`src/rtl/core/assert_macros.svh`:
```
// Assertion helpers used by the RTL.
`ifndef ASSERT_MACROS_SVH
`define ASSERT_MACROS_SVH

// Checks that the consequent holds in the same cycle as the antecedent.
`define ASSERT_IMPL(label, clk, rst, ante, cons, msg) \
  label: assert property (@(posedge clk) disable iff (rst) (ante) |-> (cons)) \
    else $error(msg);

// Checks that the consequent holds in the cycle after the antecedent.
`define ASSERT_NEXT(label, clk, rst, ante, cons, msg) \
  label: assert property (@(posedge clk) disable iff (rst) (ante) |=> (cons)) \
    else $error(msg);

`endif

```
`src/rtl/core/ptds_pkg.sv`:
```
package ptds_pkg;

  // Fixed field widths of the request and result channels.
  localparam int TIME_W    = 32;
  localparam int KIND_W    = 2;
  localparam int IDX_OUT_W = 6;

  // Request kinds. The remaining code is ignored by the block.
  localparam logic [KIND_W-1:0] KIND_CLEAR = 2'd0;
  localparam logic [KIND_W-1:0] KIND_ADD   = 2'd1;
  localparam logic [KIND_W-1:0] KIND_RUN   = 2'd2;

  // Sequencer states, one-hot.
  typedef enum logic [2:0] {
    ST_IDLE = 3'b001,
    ST_SCAN = 3'b010,
    ST_DONE = 3'b100
  } state_t;

  // One result as held in the output register.
  typedef struct packed {
    logic                 accepted;
    logic [IDX_OUT_W-1:0] task_index;
    logic                 run_task;
    logic                 last;
  } result_t;

  // Control strobes from the sequencer to the task table.
  typedef struct packed {
    logic add_we;
    logic run_we;
    logic rd_en;
  } tbl_ctl_t;

endpackage

```
`src/rtl/core/ptds_req_if.sv`:
```
interface ptds_req_if;
  import ptds_pkg::*;

  logic              valid;
  logic              ready;
  logic [KIND_W-1:0] kind;
  logic [TIME_W-1:0] now_ms;
  logic [TIME_W-1:0] period_ms;
  logic              handler_present;

  modport source (output valid, kind, now_ms, period_ms, handler_present, input ready);
  modport sink   (input valid, kind, now_ms, period_ms, handler_present, output ready);
endinterface

```
`src/rtl/core/ptds_rsp_if.sv`:
```
interface ptds_rsp_if;
  import ptds_pkg::*;

  logic                 valid;
  logic                 ready;
  logic                 accepted;
  logic [IDX_OUT_W-1:0] task_index;
  logic                 run_task;
  logic                 last;

  modport source (output valid, accepted, task_index, run_task, last, input ready);
  modport sink   (input valid, accepted, task_index, run_task, last, output ready);
endinterface

```
`src/rtl/core/periodic_task_due_scanner.sv`:
```
// Channel  Dir  Carries
// req      in   kind, now_ms, period_ms, handler_present
// rsp      out  accepted, task_index, run_task, last
//
// Clear and add requests take one cycle and give their result the cycle after.
// A run request reads the table memory one entry per cycle while the scan does not stall;
// the registered read and the closing result follow the last entry read.
// Reset clears the task count and the sequencer; table contents are left as they are.
// A due task is held back one step so that the last flag can be set on the final one;
// the scan stalls while that held result waits for the output register.
`include "assert_macros.svh"

module periodic_task_due_scanner #(
  parameter int MAX_ENTRIES = 20
) (
  input logic      clk,
  input logic      rst,
  ptds_req_if.sink   req,
  ptds_rsp_if.source rsp
);
  import ptds_pkg::*;

  localparam int CNT_W = $clog2(MAX_ENTRIES + 1);
  localparam int AW    = (MAX_ENTRIES > 1) ? $clog2(MAX_ENTRIES) : 1;

  state_t            state;
  logic [CNT_W-1:0]  task_count;
  logic [CNT_W-1:0]  issued;
  logic              rd_valid;
  logic [AW-1:0]     cmp_idx;
  logic              have_pend;
  logic [AW-1:0]     pend_idx;
  logic [TIME_W-1:0] now_q;
  logic              out_valid;
  result_t           out_q;

  logic              req_fire;
  logic              out_free;
  logic              add_ok;
  logic              issue_left;
  logic              due;
  logic              due_hit;
  logic              stall;
  tbl_ctl_t          tbl_ctl;
  logic [AW-1:0]     wr_addr;
  logic [TIME_W-1:0] wr_time;

  // Handshake and request decode.
  assign out_free  = !out_valid || rsp.ready;
  assign req.ready = (state == ST_IDLE) && out_free;
  assign req_fire  = req.valid && req.ready;
  assign add_ok    = (task_count < CNT_W'(MAX_ENTRIES)) && req.handler_present
                     && (req.period_ms != '0);

  // Scan control: one read issued per cycle unless the held result cannot move on.
  assign issue_left = (issued < task_count);
  assign due_hit    = rd_valid && due;
  assign stall      = due_hit && have_pend && !out_free;

  // Table port strobes and write address selection.
  always_comb begin
    tbl_ctl.add_we = req_fire && (req.kind == KIND_ADD) && add_ok;
    tbl_ctl.run_we = (state == ST_SCAN) && due_hit && !stall;
    tbl_ctl.rd_en  = (state == ST_SCAN) && issue_left && !stall;
    wr_addr        = tbl_ctl.add_we ? task_count[AW-1:0] : cmp_idx;
    wr_time        = tbl_ctl.add_we ? req.now_ms : now_q;
  end

  ptds_table #(
    .DEPTH (MAX_ENTRIES),
    .AW    (AW)
  ) u_table (
    .clk        (clk),
    .ctl        (tbl_ctl),
    .wr_addr    (wr_addr),
    .rd_addr    (issued[AW-1:0]),
    .add_period (req.period_ms),
    .wr_time    (wr_time),
    .now        (now_q),
    .due        (due)
  );

  // Sequencer, scan pipeline and output register.
  always_ff @(posedge clk) begin
    if (rst) begin
      state      <= ST_IDLE;
      task_count <= '0;
      issued     <= '0;
      rd_valid   <= 1'b0;
      have_pend  <= 1'b0;
      out_valid  <= 1'b0;
    end else begin
      if (rsp.ready) begin
        out_valid <= 1'b0;
      end
      unique case (state)
        ST_IDLE: begin
          if (req_fire) begin
            now_q <= req.now_ms;
            if (req.kind == KIND_CLEAR) begin
              task_count <= '0;
              out_valid  <= 1'b1;
              out_q      <= '{accepted: 1'b0, task_index: '0, run_task: 1'b0, last: 1'b1};
            end else if (req.kind == KIND_ADD) begin
              out_valid <= 1'b1;
              out_q     <= '{accepted: add_ok,
                             task_index: add_ok ? IDX_OUT_W'(task_count) : '0,
                             run_task: 1'b0, last: 1'b1};
              if (add_ok) begin
                task_count <= task_count + 1'b1;
              end
            end else if (req.kind == KIND_RUN) begin
              if (task_count == '0) begin
                out_valid <= 1'b1;
                out_q     <= '{accepted: 1'b0, task_index: '0, run_task: 1'b0, last: 1'b1};
              end else begin
                state     <= ST_SCAN;
                issued    <= '0;
                rd_valid  <= 1'b0;
                have_pend <= 1'b0;
              end
            end
          end
        end
        ST_SCAN: begin
          if (!stall) begin
            rd_valid <= tbl_ctl.rd_en;
            if (tbl_ctl.rd_en) begin
              issued  <= issued + 1'b1;
              cmp_idx <= issued[AW-1:0];
            end
            if (due_hit) begin
              have_pend <= 1'b1;
              pend_idx  <= cmp_idx;
              if (have_pend) begin
                out_valid <= 1'b1;
                out_q     <= '{accepted: 1'b0, task_index: IDX_OUT_W'(pend_idx),
                               run_task: 1'b1, last: 1'b0};
              end
            end
            if (!issue_left && !rd_valid) begin
              state <= ST_DONE;
            end
          end
        end
        ST_DONE: begin
          if (out_free) begin
            out_valid <= 1'b1;
            if (have_pend) begin
              out_q <= '{accepted: 1'b0, task_index: IDX_OUT_W'(pend_idx),
                         run_task: 1'b1, last: 1'b1};
            end else begin
              out_q <= '{accepted: 1'b0, task_index: '0, run_task: 1'b0, last: 1'b1};
            end
            have_pend <= 1'b0;
            state     <= ST_IDLE;
          end
        end
        default: begin
          state <= ST_IDLE;
        end
      endcase
    end
  end

  // Result channel.
  assign rsp.valid      = out_valid;
  assign rsp.accepted   = out_q.accepted;
  assign rsp.task_index = out_q.task_index;
  assign rsp.run_task   = out_q.run_task;
  assign rsp.last       = out_q.last;

  // Checks on the table bookkeeping and the held due result.
  `ASSERT_IMPL(a_count_bound, clk, rst, 1'b1, task_count <= CNT_W'(MAX_ENTRIES), "task count beyond table depth")
  `ASSERT_IMPL(a_pend_idle, clk, rst, state == ST_IDLE, !have_pend && !rd_valid, "scan state left over in idle")
  `ASSERT_NEXT(a_scan_push, clk, rst, (state == ST_SCAN) && due_hit && have_pend && !stall, out_valid && out_q.run_task && !out_q.last, "held due result not released")

endmodule

```
`src/rtl/core/ptds_table.sv`:
```
module ptds_table #(
  parameter int DEPTH = 20,
  parameter int AW    = 5
) (
  input  logic                       clk,
  input  ptds_pkg::tbl_ctl_t         ctl,
  input  logic [AW-1:0]              wr_addr,
  input  logic [AW-1:0]              rd_addr,
  input  logic [ptds_pkg::TIME_W-1:0] add_period,
  input  logic [ptds_pkg::TIME_W-1:0] wr_time,
  input  logic [ptds_pkg::TIME_W-1:0] now,
  output logic                       due
);
  import ptds_pkg::*;

  logic [TIME_W-1:0] period_mem [DEPTH];
  logic [TIME_W-1:0] last_mem   [DEPTH];
  logic [TIME_W-1:0] rd_period;
  logic [TIME_W-1:0] rd_last;
  logic [TIME_W-1:0] due_at;

  // Period is written only by an add; last-run time by an add or a due hit.
  always_ff @(posedge clk) begin
    if (ctl.add_we) begin
      period_mem[wr_addr] <= add_period;
    end
    if (ctl.add_we || ctl.run_we) begin
      last_mem[wr_addr] <= wr_time;
    end
  end

  // Registered read; the data holds while the read enable is low.
  always_ff @(posedge clk) begin
    if (ctl.rd_en) begin
      rd_period <= period_mem[rd_addr];
      rd_last   <= last_mem[rd_addr];
    end
  end

  // Due test with the sum wrapping at the word width.
  assign due_at = rd_period + rd_last;
  assign due    = (now >= due_at);

endmodule

```
`src/flat_wrapper.sv`:
```
// flat-port wrapper written by rule: the top's interface ports become plain ports
module periodic_task_due_scanner_flat import ptds_pkg::*;
#(
  parameter int MAX_ENTRIES = 20
)
  (clk, rst, req_valid, req_kind, req_now_ms, req_period_ms, req_handler_present, req_ready, rsp_valid, rsp_accepted, rsp_task_index, rsp_run_task, rsp_last, rsp_ready);
  ptds_req_if req_i ();
  ptds_rsp_if rsp_i ();
  input logic clk;
  input logic rst;
  input wire logic [$bits(req_i.valid)-1:0] req_valid;
  input wire logic [$bits(req_i.kind)-1:0] req_kind;
  input wire logic [$bits(req_i.now_ms)-1:0] req_now_ms;
  input wire logic [$bits(req_i.period_ms)-1:0] req_period_ms;
  input wire logic [$bits(req_i.handler_present)-1:0] req_handler_present;
  output wire logic [$bits(req_i.ready)-1:0] req_ready;
  output wire logic [$bits(rsp_i.valid)-1:0] rsp_valid;
  output wire logic [$bits(rsp_i.accepted)-1:0] rsp_accepted;
  output wire logic [$bits(rsp_i.task_index)-1:0] rsp_task_index;
  output wire logic [$bits(rsp_i.run_task)-1:0] rsp_run_task;
  output wire logic [$bits(rsp_i.last)-1:0] rsp_last;
  input wire logic [$bits(rsp_i.ready)-1:0] rsp_ready;
  assign req_i.valid = req_valid;
  assign req_i.kind = req_kind;
  assign req_i.now_ms = req_now_ms;
  assign req_i.period_ms = req_period_ms;
  assign req_i.handler_present = req_handler_present;
  assign req_ready = req_i.ready;
  assign rsp_valid = rsp_i.valid;
  assign rsp_accepted = rsp_i.accepted;
  assign rsp_task_index = rsp_i.task_index;
  assign rsp_run_task = rsp_i.run_task;
  assign rsp_last = rsp_i.last;
  assign rsp_i.ready = rsp_ready;
  periodic_task_due_scanner #(.MAX_ENTRIES(MAX_ENTRIES)) u_core (.clk(clk), .rst(rst), .req(req_i), .rsp(rsp_i));
endmodule
```
`config.mk`:
```
export PLATFORM = sky130hd
export DESIGN_NAME = periodic_task_due_scanner_flat
export DESIGN_NICKNAME = d
export VERILOG_FILES = /design/src/rtl/core/ptds_pkg.sv /design/src/rtl/core/ptds_req_if.sv /design/src/rtl/core/ptds_rsp_if.sv /design/src/rtl/core/periodic_task_due_scanner.sv /design/src/rtl/core/ptds_table.sv /design/src/flat_wrapper.sv
export VERILOG_INCLUDE_DIRS = /design/src /design/src/rtl/core
export SDC_FILE = /design/constraint.sdc
export NUM_CORES = 1
export LEC_CHECK = 0
export ABC_AREA = 0
export BUFFER_PORTS_ARGS = -buffer_cell sky130_fd_sc_hd__buf_2
export CORE_MARGIN = 2
export CORE_UTILIZATION = 45
export DETAILED_ROUTE_END_ITERATION = 8
export GPL_TIMING_DRIVEN = 0
export PLACE_DENSITY = 0.66
export SKIP_CTS_REPAIR_TIMING = 1
export SLEW_MARGIN = 20
export SYNTH_ARGS = -nofsm -noshare
export SYNTH_HDL_FRONTEND = slang
export SYNTH_HIERARCHICAL = 1
export SYNTH_SLANG_ARGS = --single-unit
```
`constraint.sdc`:
```
create_clock -name clk -period 5.59 [get_ports clk]
set_input_delay 0.2795 -clock clk [delete_from_list [all_inputs] [get_ports clk]]
set_output_delay 0.2795 -clock clk [all_outputs]
set_load 0.005 [all_outputs]
```
After elaboration in Yosys (flattened, before gate mapping)
Memories as Yosys holds them, arrays and structs flattened. A register that Yosys moved wholly into a read port is not among the register bits. Index checks and enable logic that the tools add are counted.

Flip-flop bits (word level): 67. Memory bits (writable): 1280. Bits of input ports: 71. Output and inout bits: 11. Word-level logic and storage cells: 138. Memories kept: 2.

Add/sub/neg operators: 3. Order comparisons: 3. Equality and inequality tests: 18. Mux-type cells: 60. Bitwise operators: 2. Reductions and logical operators: 37.

Memories: u_core.u_table.last_mem (words 20, bits a word 32, read ports 1, clocked after memory_dff 1, wr ports 1, RTL line ptds_table.sv:17) `logic [TIME_W-1:0] last_mem [DEPTH];`; u_core.u_table.period_mem (words 20, bits a word 32, read ports 1, clocked after memory_dff 1, wr ports 1, RTL line ptds_table.sv:16) `logic [TIME_W-1:0] period_mem [DEPTH];`.

Operators with widths (count): 9-bit two-way mux (9); 5-bit two-way mux (12); 32-bit adder (1); 32-bit greater-or-equal comparator (1); 32-bit two-way mux (1); 32-bit nonzero test (1); 9-bit case mux with 3 select lines (1); 3-bit two-way mux (8); 1-bit two-way mux (23); 9-bit AND reduction (2); 8-bit AND reduction (2); 1-bit logical AND (14); 2-bit inequality test, second input constant (6); 4-bit AND reduction (3); 5-bit by 1-bit adder with 5-bit output, second input constant (2); 2-bit by 1-bit inequality test with 1-bit output, second input constant (5); 5-bit case mux with 2 select lines (1); 3-bit case mux with 3 select lines (1); 4-bit inequality test, second input constant (2); 7-bit two-way mux (1); 7-bit AND reduction (1); 1-bit case mux with 3 select lines (2); 2-bit nonzero test (3); 1-bit zero test (5); 14 further kinds (16).

Depth between registers and ports, before layout
Gate-level depths: netlist (run 1).

Word-level depth: 10. Depth in mapped cells: 24. Mapped depth without buffers: 24.

By module
Netlist (run 1), hierarchy kept.

By module, submodules not included: ptds_table (times used 1, cells each 2252, area an instance 53098.4 µm², sequential area each 40358.7 µm²); periodic_task_due_scanner (times used 1, cells each 261, area an instance 3355.7 µm², sequential area each 1821.7 µm²).

Least setup slack after synthesis (run 1)
No wires, ideal clock.

Path type: reg-to-reg. Start point: register u_core.u_table.rd_period[0], read port of u_core.u_table.period_mem. End point: memory u_core.u_table.last_mem[12][0], enable pin. Data arrival time: 5217 ps. Required time: 5169 ps. Slack: -48 ps. Stages on the path, launching flop included: 22. Path through: edfxtp_1 ha_1 inv_1 fa_1 nor2b_1 o2111ai_1 a21boi_0 a221oi_2 o221ai_1 a211oi_1 xor2_1 ha_1 a21o_1 a21oi_1 o21ai_0 a211o_1 o221ai_1 o211ai_1 nand2_1 a211oi_1 o21ai_0 nor2_1.

RTL lines: start: declaration (RTL line ptds_table.sv:18) `logic [TIME_W-1:0] rd_period;`; end: declaration (RTL line ptds_table.sv:17).

==> results_dict.tcl, run 1 <==
set metrics [dict create \
    ant_nets 0 \
    finalCriticalPeriod_ps 5690 \
    postSynthAreaPerCell_um2 22.5 \
    crit_type "reg -> reg" \
    io_buffers 78 \
    initial_core_util_pct 45.5 \
    ys_seq_area_share_pct 74.7 \
    routabilityCongestion 0.874 \
    netlist_area_um2 56500 \
    synth-simple-area-share_pct 1.92 \
    grt_use_met3_pct 4.82 \
    whs_ps 12.4 \
    synthXorXnorAreaFrac_pct 0.465 \
    pwr-share-comb_pct 2.4 \
    place_area_um2 60500 \
    worstReg2RegEnd "u_core/u_table/last_mem[3][19]" \
    grt_pass1_wl_mm 191 \
    io_pins 82 \
    final_util_pct 53.7 \
    leakage_nw 20.8 \
    setup_tns_ps -6650 \
    synth_fp_nets 2655 \
    clock_skew_ps 29.7 \
    slew_viol_final 0 \
    worstSkewPairLatency_ps 770 \
    cp.required_ps 6090 \
    area_delta_synth_final_pct 18.1 \
    yosysUniqueCellTypes 80 \
    cellInternalPower_w 0.0173 \
    htreeDepth 4 \
    layout_commonest_cell "edfxtp_1" \
    synth_top_family_by_area "multiplexers" \
    core_area_um2 124000 \
    globalRouteOverflowTotal 0 \
    rows 129 \
    fmax_mhz 176 \
    yosys.area.top_type "edfxtp_1" \
    antenna_found_initial 3 \
    dr_total_vias 27752 \
    fillers 9094 \
    fp.dieW_um 358 \
    synth_fa_ha_area_share_pct 1.59 \
    relSlewSlack_pct 23.0 \
    yosysTopAreaCellShare_pct 74.1 \
    maxCapViolations 0 \
    worstHoldPathType "in -> reg" \
    crit_arrival_ps 6190 \
    ys_warn_count 6 \
    r2r-start "u_core/u_table/rd_period[0]" \
    met1_usage_pct 28.6 \
    grt_usage_pct 20.9 \
    grt_pass1_vias 27602 \
    status "finished, violations left" \
    worst_slack_ps -99.8 \
    violations "negative setup slack" \
    cp-end-kind "flop" \
    tritoncts "done" \
    drc 0 \
    cts_buffer_depth 3 \
    chipHeight_um 358 \
    final_area_um2 66600 \
    muxShareOfSynthArea_pct 17.9 \
    finalSetupViolCount 137 \
    yosys-top-cells-area "edfxtp_1 (74%), mux4_2 (13%), mux4_1 (2.6%)" \
    seqPwrFrac_pct 54.2 \
    p_sw_share_pct 19.7 \
    fin_nets 3056 \
    hpwl_mm 90.4 \
    hold_violations 0 \
    synth_flop_cell "edfxtp_1" \
    power.density_nw_per_um2 323 \
    cts.clk_slew.worst_paths_ps 60 \
    synthCells 2513 \
    synth-seq-cells 1410 \
    postSynth.asyncResetShare_pct 0 \
    wl_mm 136 \
    clockRootBuffer "clkbuf_16" \
    drt_iter0_drc 3396 \
    worst_slew_pin_slew_ps 1160 \
    clkPwrFrac_pct 43.4 \
    wire_per_inst_um 29.1 \
    reg2reg_setup_slack_ps -100 \
    synth_edf_count 1394 \
    firstDrtPassIters 6 \
    drive_gt1_share_pct 31.6 \
    preCtsSetupSlack_ps -1700 \
    irDropWorstVdd_mv 0.319 \
    via_per_inst 5.95 \
    met2_usage_pct 33.5 \
    numCtsBuffers 142 \
    die-area_um2 128000 \
    p_switching_w 0.00424 \
    min_period_over_period_pct 102 \
    grt-busiest-layer "met2" \
    hp-start "req_kind[1]" \
    min_to "u_core/task_count[3]" \
    cp_max_fo 15 \
    startpoint_type "flop" \
    hold_depth 5 \
    synth_compound_area_share_pct 2.03 \
    cts.sinks 1410 \
    final_cell_mix "edfxtp_1 (1,394), mux4_2 (329), clkbuf_16 (147), buf_2 (95)" \
    grt_max_degree 45 \
    reg2regPathDepth 25 \
]
## state kept, by name (all words and copies together), names as in the netlist, 3 cells and up
name,flops
u_core/u_table/last_mem,640
u_core/u_table/period_mem,640
u_core/now_q,32
u_core/u_table/rd_last,32
u_core/u_table/rd_period,32
u_core/cmp_idx,5
u_core/issued,5
u_core/pend_idx,5
u_core/rsp.task_index,5
u_core/task_count,5
u_core/state,3
## Yosys cell counts (all sizes together), types with 6 or more instances
master,instances
a211oi,11
a21o,30
a21oi,42
and2,6
buf,59
clkbuf,59
dfxtp,16
edfxtp,1394
ha,70
inv,19
mux2,101
mux4,384
nand2,43
nand2b,11
nand3,15
nand4,17
nor2,70
nor2b,7
nor3,10
nor4,9
o211ai,11
o21ai,21
xnor2,18
xor2,12
## through the flow
stage	cells	total power, W
final	4668	0.0215
after global routing	4663	0.0221
after CTS	4537	0.0216
after detailed placement	4281	0.0123
after global placement	4228	0.0123
after floorplan	2513	0.0121
## layer usage
layer | part of all wire [%] | vias up
met3 | 8.1 | 184
li1 | - | 11551
met2 | 49 | 1226
met4 | 2.6 | 2
met5 | 0.0096 | -
met1 | 41 | 14789
## area by class of cell
class	count	area (µm²)	share of cell area, %
buffer	117	734	1.10
sequential	1410	42200	63.3
clock inverter	72	779	1.17
timing repair inverter	1	8.76	0.0131
antenna	5	12.5	0.0188
multi-input combinational	966	13900	20.9
inverter	19	97.6	0.146
tap	1637	2050	3.07
timing repair buffer	257	3070	4.60
clock buffer	184	3780	5.68
## worst max-delay path by stage
| stage | slack [ps] | cells past startpoint | start | to |
|---|---|---|---|---|
| 2_1_floorplan | -50 | 21 | u_core/u_table/rd_period[0] | u_core/u_table/last_mem[12][0] |
| 3_3_place_gp | -3710 | 21 | u_core/u_table/rd_period[2] | u_core/u_table/last_mem[14][22] |
| 3_5_place_dp | -1700 | 20 | u_core/u_table/rd_period[2] | u_core/u_table/last_mem[11][28] |
| 4_1_cts | -1780 | 20 | u_core/u_table/rd_period[2] | u_core/u_table/last_mem[11][18] |
| 5_1_grt | -220 | 23 | u_core/u_table/rd_period[0] | u_core/u_table/last_mem[14][18] |
| 6_report | -100 | 25 | u_core/u_table/rd_period[0] | u_core/u_table/last_mem[3][19] |
## critical path, stage by stage (launching register included)
cell,delay [ps]
edfxtp_1,410
ha_1,260
inv_1,100
fa_1,230
nor2b_1,90
o2111ai_2,330
a21oi_2,120
or3_1,370
a41oi_2,250
o21ai_1,120
xnor2_1,280
ha_1,300
a21o_1,170
a21oi_1,190
o21ai_2,110
a211o_1,300
o221ai_2,200
o211ai_1,130
buf_4,200
nand2_2,110
a211oi_4,70
o211ai_1,410
buf_4,230
nor2_4,50
buf_16,210
buf_16,160
## power by group through the flow
stage	Sequential (W)	Combinational, W	Clock [W]
6_report	0.0117	0.000512	0.00933
5_1_grt	0.0117	0.000553	0.00993
4_1_cts	0.0117	0.000469	0.00950
3_5_place_dp	0.0119	0.000467	0
3_3_place_gp	0.0119	0.000430	0
2_1_floorplan	0.0119	0.000248	0
## kinds of logic after synthesis
group | Yosys count
DFF | 1410
muxes | 490
xor gates and xnor gates | 30
buffers and inverters | 137
other | 1
AOI/OAI and AO/OA | 163
adders and majority gates | 71
and+or+nand+nor | 211
Power figures use the tool's default switching activity.
==> inputs of run 2 (changes only) <==
CORE_UTILIZATION = 32   (was 45)
GPL_TIMING_DRIVEN = 1   (was 0)
PLACE_DENSITY = 0.5   (was 0.66)
clock period = 5.4 ns   (was 5.59 ns; I/O delays follow)
==> run 2 against run 1 <==
Effect of this change:
- the run now ends clean
- count of clock-buffer cells in the layout rose by 12
- clock skew down 0.71 ps
- sequential power up 3%
- sequential share of layout area decreased by 0.63 points
- global-route usage is 4.8 points lower
- die area is 40% higher
- wire length grew 8.0%
- design area is 1.1% higher
- combinational power rose by 3.9%
- highest routed layer unchanged
==> results_dict.tcl, run 2 (synthesized netlist as in run 1, its figures left out) <==
set metrics [dict create \
    fmax_mhz 194 \
    irDropWorstVdd_mv 0.347 \
    wire_per_inst_um 27.2 \
    crit_arrival_ps 5630 \
    setup_tns_ps 0 \
    worst_slack_ps 248 \
    firstDrtPassIters 5 \
    hold_depth 4 \
    worstSkewPairLatency_ps 770 \
    htreeDepth 4 \
    fillers 15736 \
    finalCriticalPeriod_ps 5150 \
    reg2regPathDepth 27 \
    grt_max_degree 99 \
    cts.sinks 1410 \
    fp.dieW_um 424 \
    core_area_um2 176000 \
    cts_buffer_depth 3 \
    drt_iter0_drc 2610 \
    status "finished, final reports clean" \
    dr_total_vias 27291 \
    area_delta_synth_final_pct 19.3 \
    final_cell_mix "edfxtp_1 (1,394), mux4_2 (329), buf_4 (170), clkbuf_16 (161), mux2_2 (91)" \
    chipHeight_um 424 \
    ant_nets 0 \
    cp_max_fo 7 \
    via_per_inst 5.07 \
    final_area_um2 67400 \
    final_cells 5388 \
    final_util_pct 38.3 \
    startpoint_type "flop" \
    layout_commonest_cell "edfxtp_1" \
    place_area_um2 61100 \
    hold_violations 0 \
    top_regs "u_core/u_table/last_mem (640), u_core/u_table/period_mem (640)" \
    numCtsBuffers 154 \
    grt_pass1_wl_mm 205 \
    finalSetupViolCount 0 \
    initial_core_util_pct 32.1 \
    power.density_nw_per_um2 335 \
    tritoncts "done" \
    io_pins 82 \
    grt_usage_pct 16.1 \
    cp-end-kind "flop" \
    clockRootBuffer "clkbuf_16" \
    worstHoldPathType "in -> reg" \
    leakage_nw 21.0 \
    crit_type "reg -> reg" \
    min_period_over_period_pct 95.4 \
    globalRouteOverflowTotal 0 \
    drive_gt1_share_pct 33.8 \
    preCtsSetupSlack_ps -584 \
    cp.required_ps 5880 \
    drc 0 \
    antenna_found_initial 16 \
    grt_pass1_vias 27474 \
    rows 154 \
    wl_mm 147 \
    dp.cells 4961 \
    worst_slew_pin_slew_ps 1110 \
    maxCapViolations 0 \
    cts.clk_slew.worst_paths_ps 60 \
    io_buffers 80 \
    die-area_um2 180000 \
    slew_viol_final 0 \
    fin_nets 3066 \
    relSlewSlack_pct 25.8 \
    hpwl_mm 88.9 \
    clock_skew_ps 29.0 \
    routabilityCongestion 0.810 \
]
==> run 2: cell count changes in the layout (fill, tap and decap cells not counted), sizes merged <==
cell,previous run,this run
bufinv,14,9
inv,29,25
clkinvlp,1,6
buf,246,303
clkinv,48,59
diode,5,4
clkbuf,245,199
==> run 2: final timing paths <==
| path | slack, ps | startpoint | to |
|---|---|---|---|
| max | 250 | u_core/u_table/rd_last[2] | u_core/u_table/last_mem[6][29] |
| max reg2reg | 250 | u_core/u_table/rd_last[2] | u_core/u_table/last_mem[6][29] |
| min reg2reg | 440 | u_core/cmp_idx[4] | u_core/pend_idx[4] |
| min | 20 | rsp_ready | u_core/rsp.valid |
==> run 2: layout make-up <==
type	instances	area, µm²	share of cell area, %
well taps	2340	2930	4.35
repair buffers	373	3490	5.18
diodes	4	10.0	0.0149
inverters	19	75.1	0.111
flip-flops and latches	1410	42200	62.7
multi-input cells	966	13900	20.6
clock buffers	196	4100	6.08
clock inverters	80	662	0.983
==> run 2: layer usage <==
| layer | global-route usage (%) | part of all wire, % |
|---|---|---|
| met1 | 21.9 | 43 |
| met2 | 26.1 | 49 |
| met3 | 2.75 | 5.1 |
| met4 | 5.28 | 2.8 |
| met5 | 0 | 0.0082 |
==> run 2: where the power goes <==
part,leakage [nW],internal (W),switching (W)
Clock,2.31,0.00579,0.00418
Combinational,5.97,0.000195,0.000336
Sequential,12.7,0.0121,0.0000256
Total,21.0,0.0180,0.00454
==> run 2: worst max-delay path: stages, from the launching register on <==
cell,delay [ps]
edfxtp_1,360
ha_1,310
buf_4,150
o211ai_1,160
o21bai_1,120
o211a_1,280
buf_4,150
nor4b_4,250
o211ai_1,200
buf_4,180
xnor2_2,120
ha_1,310
nand4_1,120
o21ai_2,160
a211o_1,120
o221ai_1,90
o211ai_1,200
buf_4,200
nand2_2,60
a211oi_2,150
buf_4,160
nor2_1,50
nor2_1,170
nand2_1,120
buf_12,170
nor2_4,110
clkbuf_16,190
clkbuf_16,180
==> run 2: per-stage QoR <==
| stage | power [W] | hold slack (ps) |
|---|---|---|
| floorplan | 0.0125 | 369 |
| global placement | 0.0128 | 428 |
| detailed placement | 0.0128 | 431 |
| CTS | 0.0228 | -371 |
| global route | 0.0233 | 13.9 |
| finish | 0.0226 | 17.7 |
